File: config.mk
export PLATFORM = sky130hd
export DESIGN_NAME = sapd_front
export DESIGN_NICKNAME = d
export VERILOG_FILES = /design/src/rtl/core/sapd_pkg.sv /design/src/rtl/core/sapd_front.sv
export SDC_FILE = /design/constraint.sdc
export NUM_CORES = 1
export LEC_CHECK = 0
export BUFFER_PORTS_ARGS = -buffer_cell sky130_fd_sc_hd__buf_2
export CAP_MARGIN = 15
export CELL_PAD_IN_SITES_DETAIL_PLACEMENT = 0
export CELL_PAD_IN_SITES_GLOBAL_PLACEMENT = 1
export CORE_ASPECT_RATIO = 0.8
export CORE_MARGIN = 2
export CORE_UTILIZATION = 48
export DETAILED_ROUTE_END_ITERATION = 10
export PLACE_DENSITY = 0.78
export SYNTH_ARGS = -nofsm -noshare
export SYNTH_HDL_FRONTEND = slang
export SYNTH_SLANG_ARGS = --single-unit
File: constraint.sdc
create_clock -name clk -period 1.9 [get_ports clk]
set_input_delay 0.38 -clock clk [delete_from_list [all_inputs] [get_ports clk]]
set_output_delay 0.38 -clock clk [all_outputs]
set_load 0.005 [all_outputs]
File: src/rtl/core/sapd_pkg.sv
// ----------------------------------------------------------------------------
// sapd_pkg
// shared types, codes and tables of the stereo audio frame decoder
// ----------------------------------------------------------------------------
package sapd_pkg;

  localparam logic [2:0] FMT_PCM16 = 3'd2;
  localparam logic [2:0] FMT_PCM8  = 3'd3;
  localparam logic [2:0] FMT_ADPCM = 3'd4;
  localparam logic [2:0] FMT_DUAL  = 3'd5;

  localparam logic [1:0] REG_FORMAT = 2'd0;
  localparam logic [1:0] REG_MUSIC  = 2'd1;
  localparam logic [1:0] REG_EFFECT = 2'd2;
  localparam logic [1:0] REG_STEREO = 2'd3;

  localparam int BLOCK_DEPTH = 36;
  localparam logic [15:0] MONO_GAIN = 16'hBFFD;

  // decode job handed from the collector to the decode engine
  typedef struct packed {
    logic [2:0] fmt;
  } job_t;

  function automatic logic signed [13:0] coef1(input logic [3:0] i);
    case (i)
      4'd0: coef1 = 14'sd0;      4'd1: coef1 = 14'sh0800;
      4'd2: coef1 = 14'sd0;      4'd3: coef1 = 14'sh0400;
      4'd4: coef1 = 14'sh1000;   4'd5: coef1 = 14'sh0E00;
      4'd6: coef1 = 14'sh0C00;   4'd7: coef1 = 14'sh1200;
      4'd8: coef1 = 14'sh1068;   4'd9: coef1 = 14'sh12C0;
      4'd10: coef1 = 14'sh1400;  4'd11: coef1 = 14'sh0800;
      4'd12: coef1 = 14'sh0400;  4'd13: coef1 = -14'sh0400;
      4'd14: coef1 = -14'sh0400; default: coef1 = -14'sh0800;
    endcase
  endfunction

  function automatic logic signed [13:0] coef2(input logic [3:0] i);
    case (i)
      4'd2: coef2 = 14'sh0800;   4'd3: coef2 = 14'sh0400;
      4'd4: coef2 = -14'sh0800;  4'd5: coef2 = -14'sh0600;
      4'd6: coef2 = -14'sh0400;  4'd7: coef2 = -14'sh0A00;
      4'd8: coef2 = -14'sh08C8;  4'd9: coef2 = -14'sh08FC;
      4'd10: coef2 = -14'sh0C00; 4'd11: coef2 = -14'sh0800;
      4'd12: coef2 = -14'sh0400; 4'd13: coef2 = 14'sh0400;
      default: coef2 = 14'sd0;
    endcase
  endfunction

  function automatic logic signed [15:0] sat16(input logic signed [35:0] v);
    if (v > 36'sd32767) sat16 = 16'sh7fff;
    else if (v < -36'sd32768) sat16 = 16'sh8000;
    else sat16 = v[15:0];
  endfunction

endpackage

File: src/rtl/core/sapd_front.sv
// ----------------------------------------------------------------------------
// sapd_front
// collects stream bytes into a frame buffer and posts a decode job when a frame is complete
// ----------------------------------------------------------------------------
module sapd_front (
  input  logic              clk,
  input  logic              rst,
  input  logic [2:0]        audio_format,
  input  logic              in_valid,
  output logic              in_ready,
  input  logic [7:0]        in_byte,
  output logic              job_valid,
  output sapd_pkg::job_t    job,
  input  logic              job_done,
  input  logic [5:0]        rd_addr,
  output logic [7:0]        rd_data
);
  import sapd_pkg::*;

  logic [7:0] mem [BLOCK_DEPTH];
  logic [5:0] byte_count;
  logic       busy;
  logic [5:0] size;
  logic       fmt_ok;

  always_comb begin
    fmt_ok = 1'b1;
    unique case (audio_format)
      FMT_PCM16: size = 6'd4;
      FMT_PCM8:  size = 6'd2;
      FMT_ADPCM: size = 6'd18;
      FMT_DUAL:  size = 6'd36;
      default: begin
        size = 6'd36;
        fmt_ok = 1'b0;
      end
    endcase
  end

  assign in_ready  = !busy;
  assign job_valid = busy;

  always_ff @(posedge clk) begin
    if (in_valid && in_ready && fmt_ok && byte_count < 6'(BLOCK_DEPTH))
      mem[byte_count] <= in_byte;
    rd_data <= mem[rd_addr];
  end

  always_ff @(posedge clk) begin
    if (rst) begin
      byte_count <= '0;
      busy <= 1'b0;
      job.fmt <= FMT_ADPCM;
    end else begin
      if (job_done) busy <= 1'b0;
      if (in_valid && in_ready && fmt_ok) begin
        if (byte_count + 6'd1 >= size) begin
          byte_count <= '0;
          busy <= 1'b1;
          job.fmt <= audio_format;
        end else begin
          byte_count <= byte_count + 6'd1;
        end
      end
    end
  end

endmodule

# Yosys cells after proc, flatten, opt, wreduce, memory -nomap -nowiden
# Memory sizes are Yosys's and may differ from the RTL's. A register that Yosys moved wholly into a read port is not among the register bits.
# Cells that the tools add are included.
[op_classes]
addsub = 1
magnitude_cmp = 2
eq_ne = 4
mux = 8
reduce_logical = 6
[ops]
columns = ["operator", "n"]
rows = [
  ["6-bit one-hot mux with 3 select lines", 1],
  ["6-bit by 1-bit adder with 6-bit output (second input constant)", 1],
  ["3-bit by 2-bit equality test with 1-bit output (second input constant)", 2],
  ["3-bit equality test (second input constant)", 2],
  ["6-bit greater-or-equal comparator", 1],
  ["6-bit < comparator (second input constant)", 1],
  ["1-bit two-way mux", 6],
  ["6-bit two-way mux", 1],
  ["4-bit OR reduction", 1],
  ["1-bit logical AND", 3],
  ["2-bit AND reduction", 1],
  ["1-bit logical NOT", 1],
]
[word_totals]
register_bits = 10
mem_bits_rw = 288
output_inout_bits = 13
elab_cells = 25
mem_count = 1
[memory_table]
columns = ["memory", "depth", "width", "read_ports", "rd_ports_with_merged_regs", "wr", "line_no", "rtl"]
rows = [
  ["mem", 36, 8, 1, 1, 1, "sapd_front.sv:20", "logic [7:0] mem [BLOCK_DEPTH];"],
]

# Longest topological paths before layout
[logic_depth]
word_depth = 7
ltp_mapped = 9
mapped_depth_nobuf = 8

# Least setup slack after synthesis
# Ideal clock, no wire load.
[synth_path]
kind = "register -> register"
start = "register byte_count[0]"
end = "register job[0] (netlist name)"
setup_time_ns = 0.072
arrival_time_ns = 1.998
setup_slack_ns = -0.170
path_stages_with_launch = 10
synth_period_minus_slack_ns = 2.070
path_cell_list = "dfxtp_1 -> buf_4 -> nand3_2 -> nor2_1 -> xor2_1 -> ha_1 -> nand3_1 -> a211o_1 -> a31oi_2 -> mux2i_1"
[synth_via]
elab_chain_cells = 3
[synth_rtl]
columns = ["item", "line_no", "rtl"]
rows = [
  ["start: declaration", "sapd_front.sv:21", "logic [5:0] byte_count;"],
  ["start signal: assignment", "sapd_front.sv:62", "byte_count <= byte_count + 6'd1;"],
  ["6-bit by 1-bit adder with 6-bit output", "sapd_front.sv:57", "if (byte_count + 6'd1 >= size) begin"],
  ["6-bit greater-or-equal comparator", "sapd_front.sv:57", ""],
  ["2-bit AND reduction (no line)", "-", ""],
  ["end: declaration", "sapd_front.sv:13", "output sapd_pkg::job_t job,"],
]
# No other way between the ends.
# A chain may end at the register's enable or synchronous reset.

# Worst setup path after layout
# Same ends and word-level chain as after synthesis.

==> flow_summary.ini <==
[critical_path]
max_stage_delay_ns = 0.36
crit_fanout = 5
startpoint = byte_count[0]$_SDFFE_PP0P_
critical_path_class = register to register
endpoint_kind = register
cp.arrival_ns = 2.46
crit_path_start_kind = register
r2r_start = byte_count[0]$_SDFFE_PP0P_
cp.required_ns = 2.37
cpLargestDelayFamily = compound AO/OA/AOI/OAI gates
crit_chain = ha_4 > buf_6 > xor2_2 > ha_1 > nand3_2 > a211o_4 > a31oi_4 > mux2i_1
cp_slowest_cell = dfxtp_4
crit_buf_inv = 1

[cells_and_area]
diodes = 0
layout.cells.non_filler = 1178
final_net_count = 860
fill_cells = 1880
area_delta_synth_final_pct = 19.1
drive_above_1_share_pct = 28.5
post-route-util_pct = 58.2
finalInstanceArea_sq_mm = 0.0147

[power_and_ir_drop]
vdd_drop_max_v = 0.000861
p_leak_nw = 5.23
powerDensity_mw_per_mm2 = 935

[synthesis]
synthesis.area_sq_mm = 0.0123
yosys_warnings = 0
synthFlopType = edfxtp_1
ys_top_cells_by_area = edfxtp_1 70%, mux2i_1 10%, dfxtp_1 2.9%, a22oi_1 1.9%, mux4_2 1.5%
synthCells = 703
synth_cell_types = 45
yosysTopAreaCell = edfxtp_1
synth_most_common_cell = edfxtp_1
ys_ff_latch = 306
synthTopCellsByCount = 288 x edfxtp_1, 129 x mux2i_1, 46 x nor2_1
yosysSeqAreaShare_pct = 73.0
syn-num-nets = 729
yosysTopAreaCellShare_pct = 70.1
synth_edf_count = 288
synthArstFlopShare_pct = 0
syn_avg_cell_area_sq_um = 17.5

[global_route]
antenna_found_initial = 0
gr-usage-all-layers_pct = 20.5
grt_overflow_total = 0
grt_pass1_wl_um = 40800
grt_pass1_vias = 6855
grt_max_degree = 37

[flow_run]
drv_cap = 0

[worst_hold_path]
hold_start = job_done
min_path_type = input pin to register

[floorplanning]
dieArea_sq_mm = 0.0270
rows = 52
ioPinCount = 34
die_w_um = 183
start_util_pct = 48.9
core_region_area_sq_mm = 0.0252
die_h_um = 147

[placed_design]
dp_slack_ns = -0.263
port_buffers = 33
placed_area_sq_mm = 0.0136
dp.cells = 1125
hpwl_um = 18300
gp_congestion = 0.860

[clock_network]
numCtsBuffers = 29
ctsHoldBuffers = 0
cts_buffer_depth = 3
clkSinkCount = 306
clock_latency_ns = 0.54
cts_root_buf = clkbuf_16
cts_tree = yes
htree_levels = 1
clk_pin_slew_worst_paths_ns = 0.06

[drt]
antenna_left = 0
first_iter_violations = 773
routedWlPerCell_um = 23.4
drt-total-wl_um = 27600
num_vias = 6769
drc = 0
vias_per_cell = 5.75
dr.pass1.iters = 5

[timing]
period_needed_ns = 2.00
hold_slack_ns = 0.167
finalSetupViolCount = 10
max_freq_mhz = 500
finalMaxSlewViolations = 0
finalCritPeriodShare_pct = 105
finalClockSkew_ns = 0.0173
tightest_slew_ns = 0.820
worst_slack_ns = -0.0986
max_slew_margin_pct = 45.4
rsz0062_at_grt = yes
hold_viol = 0

[status]
violations = setup timing
status = complete, but fails checks
[cell families after synthesis]
group	after synthesis	share of synthesized area (%)
AND/OR/NAND/NOR	96	3.69
multiplexers	137	11.9
AO/OA/AOI/OAI	106	7.52
adder cells (fa/ha/maj)	5	0.507
buffers and inverters	43	2.60
flip-flops	306	73.0
XOR/XNOR	10	0.710
[cell type report]
type / count / area (sq um) / area share (%)
clock buffer: 36 / 752 / 5.12
clock inverter: 15 / 128 / 0.869
inverter: 3 / 11.3 / 0.0767
multi-input combinational: 355 / 3200 / 21.8
sequential: 306 / 9020 / 61.4
tap: 324 / 405 / 2.76
timing repair buffer: 139 / 1170 / 7.97
[path summary, 6_finish.rpt]
| kind | to | slack, ns | cells past startpoint |
|---|---|---|---|
| setup / recovery | job[0]$_SDFFE_PP0P_ | -0.1 | 8 |
| hold / removal | job_valid$_SDFF_PP0_ | 0.17 | 3 |
| setup reg to reg | job[0]$_SDFFE_PP0P_ | -0.1 | 8 |
| hold reg to reg | job[0]$_SDFFE_PP0P_ | 0.48 | 2 |
[registers in the layout, summed over array words and instances, names as in the netlist]
| signal | flops |
|---|---|
| mem | 288 |
| rd_data | 8 |
| byte_count | 6 |
| job | 3 |
| job_valid | 1 |
[stage by stage]
stage,power [mW],setup TNS (ns)
after global placement,8.44,-11.09
after CTS,13.8,-0.622
after floorplan,8.04,-28.77
final,13.7,-0.650
after detailed placement,8.46,-22.57
after global routing,14.1,-1.27
[metal layers]
metal,up-vias,GRT usage [%],wire [um]
met5,-,0,0
met4,0,5.40,640
met3,46,4.66,2540
met2,252,33.0,12900
met1,3407,28.5,11500
li1,3064,-,-
[placed cells by master, fill, tap and decap left out, types with 3 or more instances in the layout]
master | Yosys | final
a21oi_1 | 18 | 17
a221oi_1 | 5 | 5
a221oi_2 | 11 | 11
a22o_1 | 16 | 16
a22oi_1 | 32 | 32
buf_12 | 4 | 15
buf_2 | 5 | 32
buf_4 | 11 | 87
buf_6 | 6 | 5
clkbuf_1 | 7 | 7
clkbuf_16 | 0 | 29
clkinv_1 | 0 | 5
clkinv_2 | 0 | 5
dfxtp_1 | 18 | 14
edfxtp_1 | 288 | 288
ha_1 | 5 | 3
inv_1 | 3 | 3
mux2i_1 | 129 | 129
mux4_2 | 8 | 8
nand2_1 | 17 | 16
nand2b_1 | 6 | 6
nand3b_1 | 6 | 6
nor2_1 | 46 | 37
nor2_2 | 0 | 8
nor3_2 | 0 | 5
o22ai_1 | 8 | 8
o41ai_2 | 8 | 8
xnor2_1 | 6 | 4
[report_power, final]
group | internal (mW) | switching [mW]
clock network | 3.06 | 2.32
registers | 7.41 | 0.0240
logic | 0.377 | 0.540
total | 10.9 | 2.88
[timing repair]
| item | 4_1_cts | 5_1_grt |
|---|---|---|
| pin swaps | 4 | 9 |
| resized for setup | 18 | 17 |
| buffers inserted | 0 | 1 |
| setup endpoints to repair | 49 | 106 |
| gates cloned | 1 | 0 |
[worst min-delay path: stages]
cell	delay, ns
buf_2	0.08
nor2_1	0.03
o21ba_1	0.16
Power figures use the tool's default switching activity.
